## config.mk

```make
export PLATFORM = sky130hd
export DESIGN_NAME = signed_int_to_decimal_ascii
export DESIGN_NICKNAME = d
export VERILOG_FILES = /design/src/hdl/sida_pkg.sv /design/src/hdl/signed_int_to_decimal_ascii.sv
export SDC_FILE = /design/constraint.sdc
export NUM_CORES = 1
export LEC_CHECK = 0
export ABC_CLOCK_PERIOD_IN_PS = 5800
export BUFFER_PORTS_ARGS = -buffer_cell sky130_fd_sc_hd__buf_4
export CAP_MARGIN = 20
export CORE_MARGIN = 2
export CORE_UTILIZATION = 25
export DETAILED_ROUTE_END_ITERATION = 16
export SYNTH_ARGS = -nofsm -noshare
export SYNTH_HDL_FRONTEND = slang
export SYNTH_SLANG_ARGS = --single-unit
```

## constraint.sdc

```tcl
create_clock -name clk -period 5.8 [get_ports clk]
set_input_delay 0.58 -clock clk [delete_from_list [all_inputs] [get_ports clk]]
set_output_delay 0.58 -clock clk [all_outputs]
set_load 0.1 [all_outputs]
```

## src/hdl/sida_pkg.sv

```systemverilog
package sida_pkg;

	// ASCII codes, trimmed to the 6-bit character port
	localparam logic [5:0] CHAR_MINUS = 6'd45;
	localparam logic [5:0] CHAR_ZERO  = 6'd48;
	localparam logic [5:0] CHAR_NINE  = 6'd57;

	// BCD digit adjust threshold and offset for shift-add-3
	localparam logic [3:0] BCD_ADJ_MIN = 4'd5;
	localparam logic [3:0] BCD_ADJ_ADD = 4'd3;

endpackage

```

## src/hdl/signed_int_to_decimal_ascii.sv

```systemverilog
// Signed integer to decimal ASCII text. Pulse start while busy is low to take
// one request: a two's complement value (low VALUE_BITS bits of value, the top
// one the sign). The block answers with its decimal text, most significant
// character first, one character per strobe cycle: an optional '-' and then
// the digits with no leading zeros ("0" for zero). last_char marks the final
// character. The receiver cannot stall: each character is on text_char for
// exactly one cycle, so it must be taken when strobe is high. At most
// MAX_CHARS characters (the cap clamped to 1..21) go out; longer text is cut
// after its most significant part, the final one kept still carrying
// last_char. A request occupies the block for binary-to-BCD conversion (one
// shift-add-3 pass of the shared digit adjust unit per input bit), then
// leading-zero skip (ND = digit capacity, 10 for 32 bits), then sending the
// characters. busy drops in the cycle the last character is shown, so the
// next request may start then. No state carries between requests.
module signed_int_to_decimal_ascii #(
	parameter int VALUE_BITS = 32,
	parameter int MAX_CHARS  = 11
) (
	input  logic               clk,
	input  logic               arst_n,
	input  logic               start,
	output logic               busy,
	input  logic signed [31:0] value,
	output logic               strobe,
	output logic        [5:0]  text_char,
	output logic               last_char
);

	// decimal digits needed for any VALUE_BITS-bit unsigned magnitude
	localparam int ND       = (VALUE_BITS * 30103) / 100000 + 1;
	localparam int BCD_BITS = ND * 4;
	// output length cap, clamped to the range 1..21
	localparam int LIM_HI   = (MAX_CHARS > 21) ? 21 : MAX_CHARS;
	localparam int LIM      = (LIM_HI < 1) ? 1 : LIM_HI;
	localparam int BW       = (VALUE_BITS > 1) ? $clog2(VALUE_BITS) : 1;
	localparam int DW       = $clog2(ND + 1);
	localparam int CW       = $clog2(LIM + 1);
	localparam int EXT_BITS = (VALUE_BITS > 32) ? VALUE_BITS : 32;

	typedef enum logic [2:0] {
		ST_IDLE,
		ST_CONV,
		ST_SKIP,
		ST_SIGN,
		ST_DIGITS
	} state_t;

	state_t                  state_q;
	logic [VALUE_BITS-1:0]   bin_q;      // magnitude bits still to shift in
	logic [BCD_BITS-1:0]     bcd_q;      // BCD digits, most significant on top
	logic [BW-1:0]           bit_cnt_q;  // conversion steps left minus one
	logic [DW-1:0]           dig_left_q; // digits not yet skipped or sent
	logic [CW-1:0]           chars_q;    // characters sent so far
	logic                    neg_q;
	logic                    strobe_q;
	logic [5:0]              char_q;
	logic                    last_q;

	logic [EXT_BITS-1:0]     value_ext;
	logic [VALUE_BITS-1:0]   x;
	logic                    x_neg;
	logic [VALUE_BITS-1:0]   x_mag;
	logic [BCD_BITS-1:0]     bcd_adj;
	logic [3:0]              top_digit;
	logic                    cap_hit;

	// high bits beyond VALUE_BITS are ignored; a narrow port reads as zero above
	assign value_ext = EXT_BITS'($unsigned(value));
	assign x         = value_ext[VALUE_BITS-1:0];
	assign x_neg     = x[VALUE_BITS-1];
	// the unsigned magnitude also holds 2^(VALUE_BITS-1) for the most negative value
	assign x_mag     = x_neg ? (VALUE_BITS'(0) - x) : x;

	// shared shift-add-3 unit: every digit lane adjusts before the shift
	always_comb begin
		for (int i = 0; i < ND; i++) begin
			if (bcd_q[i*4 +: 4] >= sida_pkg::BCD_ADJ_MIN) begin
				bcd_adj[i*4 +: 4] = bcd_q[i*4 +: 4] + sida_pkg::BCD_ADJ_ADD;
			end else begin
				bcd_adj[i*4 +: 4] = bcd_q[i*4 +: 4];
			end
		end
	end

	assign top_digit = bcd_q[BCD_BITS-1 -: 4];
	// next character sent is the last one the length cap allows
	assign cap_hit   = (chars_q == CW'(LIM - 1));

	always_ff @(posedge clk or negedge arst_n) begin
		if (!arst_n) begin
			state_q  <= ST_IDLE;
			strobe_q <= 1'b0;
			last_q   <= 1'b0;
		end else begin
			strobe_q <= 1'b0;
			last_q   <= 1'b0;
			case (state_q)
				ST_IDLE: begin
					if (start) begin
						bin_q      <= x_mag;
						bcd_q      <= '0;
						neg_q      <= x_neg;
						bit_cnt_q  <= BW'(VALUE_BITS - 1);
						dig_left_q <= DW'(ND);
						chars_q    <= '0;
						state_q    <= ST_CONV;
					end
				end
				ST_CONV: begin
					bcd_q     <= {bcd_adj[BCD_BITS-2:0], bin_q[VALUE_BITS-1]};
					bin_q     <= bin_q << 1;
					bit_cnt_q <= bit_cnt_q - 1'b1;
					if (bit_cnt_q == '0) begin
						state_q <= ST_SKIP;
					end
				end
				ST_SKIP: begin
					// drop leading zeros, keep at least one digit
					if (top_digit == 4'd0 && dig_left_q > DW'(1)) begin
						bcd_q      <= bcd_q << 4;
						dig_left_q <= dig_left_q - 1'b1;
					end else if (neg_q) begin
						state_q <= ST_SIGN;
					end else begin
						state_q <= ST_DIGITS;
					end
				end
				ST_SIGN: begin
					strobe_q <= 1'b1;
					char_q   <= sida_pkg::CHAR_MINUS;
					last_q   <= cap_hit;
					chars_q  <= chars_q + 1'b1;
					state_q  <= cap_hit ? ST_IDLE : ST_DIGITS;
				end
				ST_DIGITS: begin
					strobe_q   <= 1'b1;
					char_q     <= sida_pkg::CHAR_ZERO + {2'b00, top_digit};
					last_q     <= cap_hit || (dig_left_q == DW'(1));
					bcd_q      <= bcd_q << 4;
					dig_left_q <= dig_left_q - 1'b1;
					chars_q    <= chars_q + 1'b1;
					if (cap_hit || dig_left_q == DW'(1)) begin
						state_q <= ST_IDLE;
					end
				end
				default: begin
					state_q <= ST_IDLE;
				end
			endcase
		end
	end

	assign busy      = (state_q != ST_IDLE);
	assign strobe    = strobe_q;
	assign text_char = char_q;
	assign last_char = last_q;

`ifndef ASSERT_OFF
	// a character only follows a cycle in which a request was in progress
	a_strobe_in_request: assert property (@(posedge clk) disable iff (!arst_n)
		strobe |-> $past(busy))
		else $error("strobe without a request in progress");

	// last marker only rides on a character
	a_last_with_strobe: assert property (@(posedge clk) disable iff (!arst_n)
		last_char |-> strobe)
		else $error("last_char without strobe");

	// more characters are due while the run is not finished
	a_run_continues: assert property (@(posedge clk) disable iff (!arst_n)
		(strobe && !last_char) |-> busy)
		else $error("run ended without last_char");

	// an accepted request keeps the block busy
	a_accept_busy: assert property (@(posedge clk) disable iff (!arst_n)
		(start && !busy) |=> busy)
		else $error("request accepted but block not busy");

	// only minus or a digit leaves the block
	a_char_code: assert property (@(posedge clk) disable iff (!arst_n)
		strobe |-> (text_char == sida_pkg::CHAR_MINUS ||
			(text_char >= sida_pkg::CHAR_ZERO && text_char <= sida_pkg::CHAR_NINE)))
		else $error("illegal character code");
`endif

endmodule
```

Yosys cells after proc, flatten, opt, wreduce, memory -nomap -nowiden

Index checks and enable logic that the tools add are counted.

Register bits after elaboration: 97
Input port bits: 35
Output and inout bits: 9
Word-level logic and storage cells: 99

Add/sub/neg operators: 15
Magnitude comparators: 11
Equal/unequal tests: 11
Muxes and demuxes: 33
Reduce and logical (&&, ||, !) cells: 19

Operators by type and width:

| kind                                                 | count |
|---|---|
| case mux 40 bit (4 select lines)                     | 1 |
| 2-to-1 mux 40 bit                                    | 2 |
| 2-to-1 mux 32 bit                                    | 2 |
| case mux 32 bit (2 select lines)                     | 1 |
| 2-to-1 mux 4 bit                                     | 12 |
| >= comparator 4 x 3 -> 1 bit (second input constant) | 10 |
| adder 4 x 2 -> 4 bit (second input constant)         | 9 |
| subtractor 1 x 32 -> 32 bit (first input constant)   | 1 |
| 2-to-1 mux 3 bit                                     | 7 |
| case mux 3 bit (5 select lines)                      | 1 |
| case mux 4 bit (3 select lines)                      | 1 |
| case mux 6 bit (2 select lines)                      | 1 |
| AND reduction 4 bit                                  | 3 |
| inequality test 2 bit (second input constant)        | 5 |
| case mux 5 bit (2 select lines)                      | 1 |
| AND reduction 3 bit                                  | 3 |
| case mux 4 bit (2 select lines)                      | 1 |
| adder 5 x 5 -> 6 bit (first input constant)          | 1 |
| equality test 3 x 2 -> 1 bit (second input constant) | 2 |
| nonzero test 2 bit                                   | 3 |
| nonzero test 3 bit                                   | 2 |
| logical NOT 5 bit                                    | 1 |
| 2-to-1 mux 5 bit                                     | 1 |
| subtractor 5 x 1 -> 5 bit (second input constant)    | 1 |
| other kinds (17)                                     | 17 |

Depth between registers and ports, before layout

Gate-level depths: netlist of the first run.

Depth in word-level cells: 4
Gate-level depth with buffers: 7
Mapped depth without buffers: 7

Worst setup path before layout of the first run

No wires, ideal clock.

Path type: register to register
Start point: register state_q[1]
End point: register bin_q[0] (enable)
Library setup time: 0.393 ns
Arrival time: 2.440 ns
Required time: 5.407 ns
Setup slack: 2.967 ns
Cell stages (with the launch flop): 5
Buffers on the path: 1
Clock period less this slack: 2.833 ns
Cells stage by stage: dfrtp_1 > clkbuf_1 > or3_1 > nor2_1 > a21o_1

Longest elaborated chain between the ends: 3
Elaborated cells between the ends (all ways): 5
Those cells by class: eq/ne: 2; reduce/logical: 3

RTL lines:

| what                                                                         | RTL line                           | text |
|---|---|---|
| from (decl)                                                                  | signed_int_to_decimal_ascii.sv:48  | `state_t state_q;` |
| from (signal assigned)                                                       | signed_int_to_decimal_ascii.sv:133 | `state_q <= cap_hit ? ST_IDLE : ST_DIGITS;` |
| equality test 3 x 1 -> 1 bit / logical NOT 3 bit (equally long branches)     | signed_int_to_decimal_ascii.sv:97  | `case (state_q)` |
| nonzero test 2 bit (no line) / inequality test 2 bit (equally long branches) | -                                  |  |
| AND reduction 3 bit (no line) (*)                                            | -                                  |  |
| to (signal assigned)                                                         | signed_int_to_decimal_ascii.sv:100 | `bin_q <= x_mag;` |
| to (signal assigned)                                                         | signed_int_to_decimal_ascii.sv:111 | `bin_q <= bin_q << 1;` |
| to (decl)                                                                    | signed_int_to_decimal_ascii.sv:49  | `logic [VALUE_BITS-1:0] bin_q;` |

Every way passes the cells marked *; elsewhere a longest branch is shown, timed or not.
A chain may end at the register's enable or synchronous reset.

Final worst setup path of the first run

Start point: register state_q[0]
End point: register bin_q[13] (enable)

The elaborated chain is that of the path after synthesis.

==> impl_metrics.yaml, run 1 <==
place:
  place_inst: 878
  dp_hpwl_mm: 7.677
  place_area_um2: 6342
  place_congestion: 0.7590
  port_buffers: 42
sta:
  min_period_ns: 2.742
  worst_pin_slew_ns: 0.9894
  rsz0062_at_grt: "false"
  max_freq_mhz: 364.7
  hold_viol: 0
  clock_skew_ns: 0.008198
  tns_ns: 0
  drv_slew: 0
  slew_headroom_pct: 34.04
  setup_viol: 0
  fin_crit_sh_pct: 47.27
  worst_hold_slack_ns: 0.04914
yosys:
  synthAdderAreaFrac_pct: 6.106
  synth_seq_cells: 96
  syn_nets: 634
  ys_warn_count: 0
  synth_simple_gate_area_share_pct: 16.51
  synth_top_family_by_area: "simple AND/OR/NAND/NOR gates"
  synthXorXnorAreaFrac_pct: 7.021
  synthFlopType: "edfxtp_1"
  yosys.cell_types.count: 51
  synthMuxAreaShare_pct: 0.3489
  synth-compound-area-share_pct: 16.29
  async_flop_share_pct: 5.208
  yosysSeqAreaShare_pct: 49.80
  netlist_instances: 571
  syn_area_per_cell_um2: 10.05
  synth_edf_count: 91
  synth_area_um2: 5738
critical_path:
  cp.buffers_inverters: 1
  cp_top_family: "simple AND/OR/NAND/NOR gates"
  r2r-start: "state_q[0]$_DFFE_PN0P_"
  cp.required_ns: 5.79
  crit_chain: "nor2b_1 > and2_2 > a21o_1 > buf_4"
  critPathLaunchType: "register"
  path_depth: 4
  criticalPathCategory: "register to register"
  rrSetupSlack_ns: 3.06
  critPathMaxStageDelay_ns: 0.84
  critical_path_arrival_ns: 2.73
  rr_endpoint: "bin_q[13]$_DFFE_PP_"
  cp-end-kind: "register"
  crit_end: "bin_q[13]$_DFFE_PP_"
  crit_fanout: 56
  reg2reg_depth: 4
  startpoint: "state_q[0]$_DFFE_PN0P_"
  slowest_stage: "and2_2"
clock_tree:
  cts_hold_buf: 0
  clkSinkCount: 96
  postCtsSetupRepairBufs: 0
  htreeDepth: 3
  cts_buffers: 9
  cts_buffer_depth: 2
  post_cts_resized: 0
  clkTransAtPathRegs_ns: 0.06
  clockRootBuffer: "clkbuf_16"
  clk_latency_ns: 0.34
  cts_tree: "done"
final_layout:
  stdcell_count: 894
  drive_above_1_share_pct: 12.15
  fill_cells: 2355
  area_growth_pct: 15.57
  antenna_cells: 0
  stdcell_area_um2: 6631
  nets: 667
drt:
  wl_per_cell_um: 12.55
  highest_layer: "met4"
  postRouteAntennaNets: 0
  vias_per_cell: 4.601
  via_count: 4113
  routed_wl_mm: 11.22
  firstDrtPassIters: 4
  drt-met1-wl_mm: 5.698
  wl_met3_um: 384
  drc_errors: 0
  wl_met2_mm: 4.969
  drt_iter0_markers: 267
grt:
  grt_max_degree: 58
  overflow: 0
  grt_usage_pct: 9.608
  grt_pass1_wl_mm: 19.00
  antenna_found_initial: 0
  first_global_vias: 3922
floorplanning:
  coreArea_um2: 22570
  die-area_um2: 24180
  fp.dieH_um: 155.5
  ios: 44
  rows: 55
  die_w_um: 155.5
  initial_utilization_pct: 25.42
outcome:
  outcome: "complete, no violations"
power_and_ir_drop:
  cellLeakagePower_nw: 2.472
  p_per_area_nw_per_um2: 527.5
  vdd_drop_max_mv: 0.2491
run:
  max_cap_violations: 0
min_path:
  holdCritPathClass: "input port to async pin"
synthesized netlist by cell type, types with 2 or more instances:
| master | n | area share, % |
|---|---|---|
| a21oi_1 | 44 | 3.8 |
| nor3_1 | 11 | 0.96 |
| o21ai_1 | 2 | 0.17 |
| o21ai_0 | 65 | 5.7 |
| nand4_2 | 2 | 0.44 |
| nor2b_1 | 3 | 0.33 |
| o211ai_1 | 2 | 0.26 |
| nor2_1 | 40 | 2.6 |
| o41ai_1 | 3 | 0.46 |
| nand2_1 | 72 | 4.7 |
| xor2_1 | 25 | 3.8 |
| clkbuf_1 | 19 | 1.2 |
| buf_1 | 3 | 0.20 |
| and3_1 | 3 | 0.33 |
| a32o_1 | 2 | 0.35 |
| a22o_1 | 9 | 1.4 |
| mux2i_1 | 2 | 0.35 |
| nand3_1 | 3 | 0.26 |
| and2_1 | 2 | 0.22 |
| edfxtp_1 | 91 | 48 |
| inv_1 | 31 | 2.0 |
| a22oi_1 | 2 | 0.26 |
| nor4_1 | 2 | 0.22 |
| xnor2_1 | 21 | 3.2 |
| a31oi_1 | 3 | 0.33 |
| dfrtp_1 | 5 | 2.2 |
| nor3b_1 | 18 | 2.4 |
| o41ai_2 | 3 | 0.85 |
| nor4_2 | 3 | 0.65 |
| ha_1 | 28 | 6.1 |
| o31ai_1 | 14 | 1.8 |
| nand2b_1 | 16 | 1.7 |
| or3_1 | 3 | 0.33 |
| o311ai_0 | 2 | 0.31 |
flip-flops by register name, summed over array words and instances (netlist names):
name	cells
state_q	3
neg_q	1
chars_q	4
bin_q	32
strobe	1
last_char	1
bcd_q	40
bit_cnt_q	5
dig_left_q	4
text_char	5
final cells by class:
type                            instances  area (µm²)  area share (%)
Clock inverter                          5       56.30          0.8491
Timing Repair Buffer                   46       345.3           5.208
Tap cell                              285       356.6           5.377
Clock buffer                           11       232.7           3.509
Multi-Input combinational cell        419        2663           40.15
Sequential cell                        96        2858           43.09
Inverter                               32       120.1           1.811
power by group:
part           switching, mW  total [mW]  internal (mW)
Sequential             0.235        1.54           1.30
Clock                  0.251       0.585          0.335
Combinational          0.821        1.37          0.553
how the worst min path moves through the flow:
stage,startpoint,end,slack (ns),depth (start not counted)
detailed placement,arst_n,strobe$_DFF_PN0_,0.41,1
finish,arst_n,strobe$_DFF_PN0_,0.05,1
global route,arst_n,strobe$_DFF_PN0_,0.05,1
CTS,arst_n,strobe$_DFF_PN0_,0.04,1
floorplan,arst_n,last_char$_DFF_PN0_,0.28,0
global placement,arst_n,last_char$_DFF_PN0_,0.41,1
layer usage:
layer | up-vias | track usage (%)
met5 | - | 0
met4 | 0 | 3.539
met3 | 11 | 1.671
met2 | 82 | 15.11
met1 | 1900 | 13.26
li1 | 2120 | -
logic make-up after synthesis:
logic type               Yosys count
multiplexers                       2
XOR/XNOR                          46
AO/OA/AOI/OAI                    155
AND/OR/NAND/NOR                  187
other                              1
flip-flops                        96
buffers and inverters             56
adder cells (fa/ha/maj)           28
cell usage in the layout (no fill, tap or decap), drive strengths merged, types with 2 or more instances in the layout:
cell type / synthesis / layout
and2: 2 / 2
a31oi: 3 / 3
o311ai: 2 / 2
o211ai: 2 / 2
edfxtp: 91 / 91
nand3: 3 / 3
o21ai: 67 / 67
nand2b: 16 / 16
nor3b: 18 / 18
and3: 3 / 3
nor2: 40 / 40
nor2b: 3 / 3
o31ai: 14 / 14
clkbuf: 19 / 11
nand4: 3 / 3
inv: 31 / 32
nand2: 72 / 72
nor4: 5 / 5
o41ai: 6 / 6
xnor2: 21 / 21
or3: 4 / 4
buf: 5 / 46
a21oi: 44 / 44
clkinv: 1 / 3
ha: 28 / 28
a22o: 9 / 9
or4: 2 / 2
xor2: 25 / 25
a32o: 2 / 2
mux2i: 2 / 2
dfrtp: 5 / 5
nor3: 11 / 11
a22oi: 2 / 2
metrics by stage:
stage	utilization (%)	total power, mW	setup WS (ns)
after CTS	29.38	3.541	3.018
after global routing	29.38	3.825	2.804
final	29.38	3.498	3.058
after detailed placement	28.10	2.942	2.929
after floorplan	-	2.594	2.967
after global placement	28.10	2.918	3.021
(Power assumes the default switching activity.)
==> run 2, diff against run 1 <==
--- a/config.mk
+++ b/config.mk
@@ -5,7 +5,7 @@
 export SDC_FILE = /design/constraint.sdc
 export NUM_CORES = 1
 export LEC_CHECK = 0
-export ABC_CLOCK_PERIOD_IN_PS = 5800
+export ABC_CLOCK_PERIOD_IN_PS = 2450
 export BUFFER_PORTS_ARGS = -buffer_cell sky130_fd_sc_hd__buf_4
 export CAP_MARGIN = 20
 export CORE_MARGIN = 2
==> constraint.sdc (replaced) <==
create_clock -name clk -period 2.45 [get_ports clk]
set_input_delay 0.245 -clock clk [delete_from_list [all_inputs] [get_ports clk]]
set_output_delay 0.245 -clock clk [all_outputs]
set_load 0.1 [all_outputs]
==> impl_metrics.yaml, run 2 (synthesis gave the netlist of run 1 again) <==
outcome:
  outcome: "complete, no violations"
power_and_ir_drop:
  p_per_area_nw_per_um2: 1269
  cellLeakagePower_nw: 2.577
  total_power_mw: 8.658
  vdd_drop_max_mv: 0.4431
drt:
  postRouteAntennaNets: 0
  drc_errors: 0
  vias_per_cell: 4.641
  via_count: 4223
  drt_iter0_markers: 331
  firstDrtPassIters: 4
  routed_wl_mm: 11.70
  wl_per_cell_um: 12.86
final_layout:
  final_common_cell: "edfxtp_1"
  reg_top3: "bcd_q x40, bin_q x32"
  fill_cells: 2334
  final_util_pct: 30.23
  stdcell_area_um2: 6823
  register_area_um2: 2858
  final_cell_mix: "91 x edfxtp_1, 72 x nand2_1, 65 x o21ai_0"
  nets: 683
  largest_reg_flops: 40
  drive_above_1_share_pct: 15.04
  area_growth_pct: 18.91
  antenna_cells: 0
  multiInputGateArea_um2: 2666
  top_register: "bcd_q"
critical_path:
  cp-end-kind: "register"
  crit_chain: "inv_1 > ha_1 > nor2_1 > o311ai_0 > buf_4 > nand2b_1 > a21oi_1 > o21a_2 > buf_12"
  critPathLaunchType: "register"
  r2r-start: "dig_left_q[0]$_SDFFCE_PP0P_"
  reg2reg_depth: 9
  critPathMaxStageDelay_ns: 0.44
  cp.required_ns: 2.54
  rrSetupSlack_ns: 0.34
  crit_fanout: 40
  rr_endpoint: "bcd_q[19]$_DFFE_PP_"
  slowest_stage: "edfxtp_1"
  criticalPathCategory: "register to register"
  critical_path_arrival_ns: 2.20
sta:
  max_freq_mhz: 473.7
  min_period_ns: 2.111
  setup_viol: 0
  tns_ns: 0
  fin_crit_sh_pct: 86.17
  drv_slew: 0
  hold_viol: 0
  rsz0062_at_grt: "false"
  clock_skew_ns: 0.01012
grt:
  grt_usage_pct: 10.04
  first_global_vias: 4053
  overflow: 0
  grt_pass1_wl_mm: 19.75
  busiest_layer: "met2"
  grt_max_degree: 41
  use_met3_pct: 1.504
  use_met2_pct: 15.84
  antenna_found_initial: 0
  gr-usage-met1_pct: 13.88
place:
  place_area_um2: 6484
  dp_hpwl_mm: 8.081
  place_congestion: 0.7595
  port_buffers: 42
floorplanning:
  initial_utilization_pct: 25.42
  ios: 44
  die-area_um2: 24180
  die_w_um: 155.5
  coreArea_um2: 22570
  rows: 55
  fp.dieH_um: 155.5
clock_tree:
  clkSinkCount: 96
  htreeDepth: 3
  cts_buffers: 9
  clkTransAtPathRegs_ns: 0.08
  cts_tree: "done"
  clockRootBuffer: "clkbuf_16"
  clk_latency_ns: 0.35
  cts_buffer_depth: 2
min_path:
  holdCritPathClass: "input port to async pin"
run:
  max_cap_violations: 0
[run 2: layout make-up]
class	instances	area share [%]
sequential	96	41.89
multi-input combinational	419	39.08
timing repair buffer	62	7.225
tap	285	5.226
clock buffer	9	3.301
inverter	32	1.760
clock inverter	7	1.522
[run 2: repair_timing]
item,in CTS,in global routing
gates resized for setup,0,0
hold endpoints to repair,5,0
buffers inserted,0,0
hold buffers,1,0
[run 2: metrics by stage]
stage / cells / hold slack, ns / worst slack, ns
floorplan: 571 / -0.05059 / 0.003178
global placement: 893 / 0.07621 / 0.1479
detailed placement: 893 / 0.07301 / 0.1462
CTS: 910 / 0.2425 / 0.3367
global route: 910 / 0.2528 / 0.1660
finish: 910 / 0.2426 / 0.3388
[run 2: how the worst max path moves through the flow]
stage / from / endpoint / slack [ns] / depth (start not counted)
final: dig_left_q[0]$_SDFFCE_PP0P_ / bcd_q[19]$_DFFE_PP_ / 0.34 / 9
after global routing: dig_left_q[0]$_SDFFCE_PP0P_ / bcd_q[19]$_DFFE_PP_ / 0.17 / 9
after CTS: dig_left_q[0]$_SDFFCE_PP0P_ / bcd_q[19]$_DFFE_PP_ / 0.34 / 9
after detailed placement: value[14] / bin_q[30]$_DFFE_PP_ / 0.15 / 6
after global placement: value[14] / bin_q[30]$_DFFE_PP_ / 0.15 / 6
after floorplan: state_q[1]$_DFFE_PN0P_ / bin_q[0]$_SDFFCE_PP0P_ / 0.003 / 4
[run 2: critical path: cells and delay by family, from the launching register on]
| kind | cells | cell delay [ns] |
|---|---|---|
| flops | 1 | 0.44 |
| compound gates | 3 | 0.58 |
| simple gates | 2 | 0.16 |
| buf+inv | 3 | 0.47 |
| fa+ha+maj | 1 | 0.18 |
[run 2: routing by layer]
layer,vias to the layer above,routed length (µm)
met1,1980,5728
met4,0,197
met5,-,0
met3,14,393
li1,2154,-
met2,75,5381
[run 2: power breakdown]
part	switching (mW)	internal (mW)	leakage, nW
Sequential	0.525	3.08	0.941
Combinational	2.04	1.44	1.48
Clock	0.665	0.910	0.159
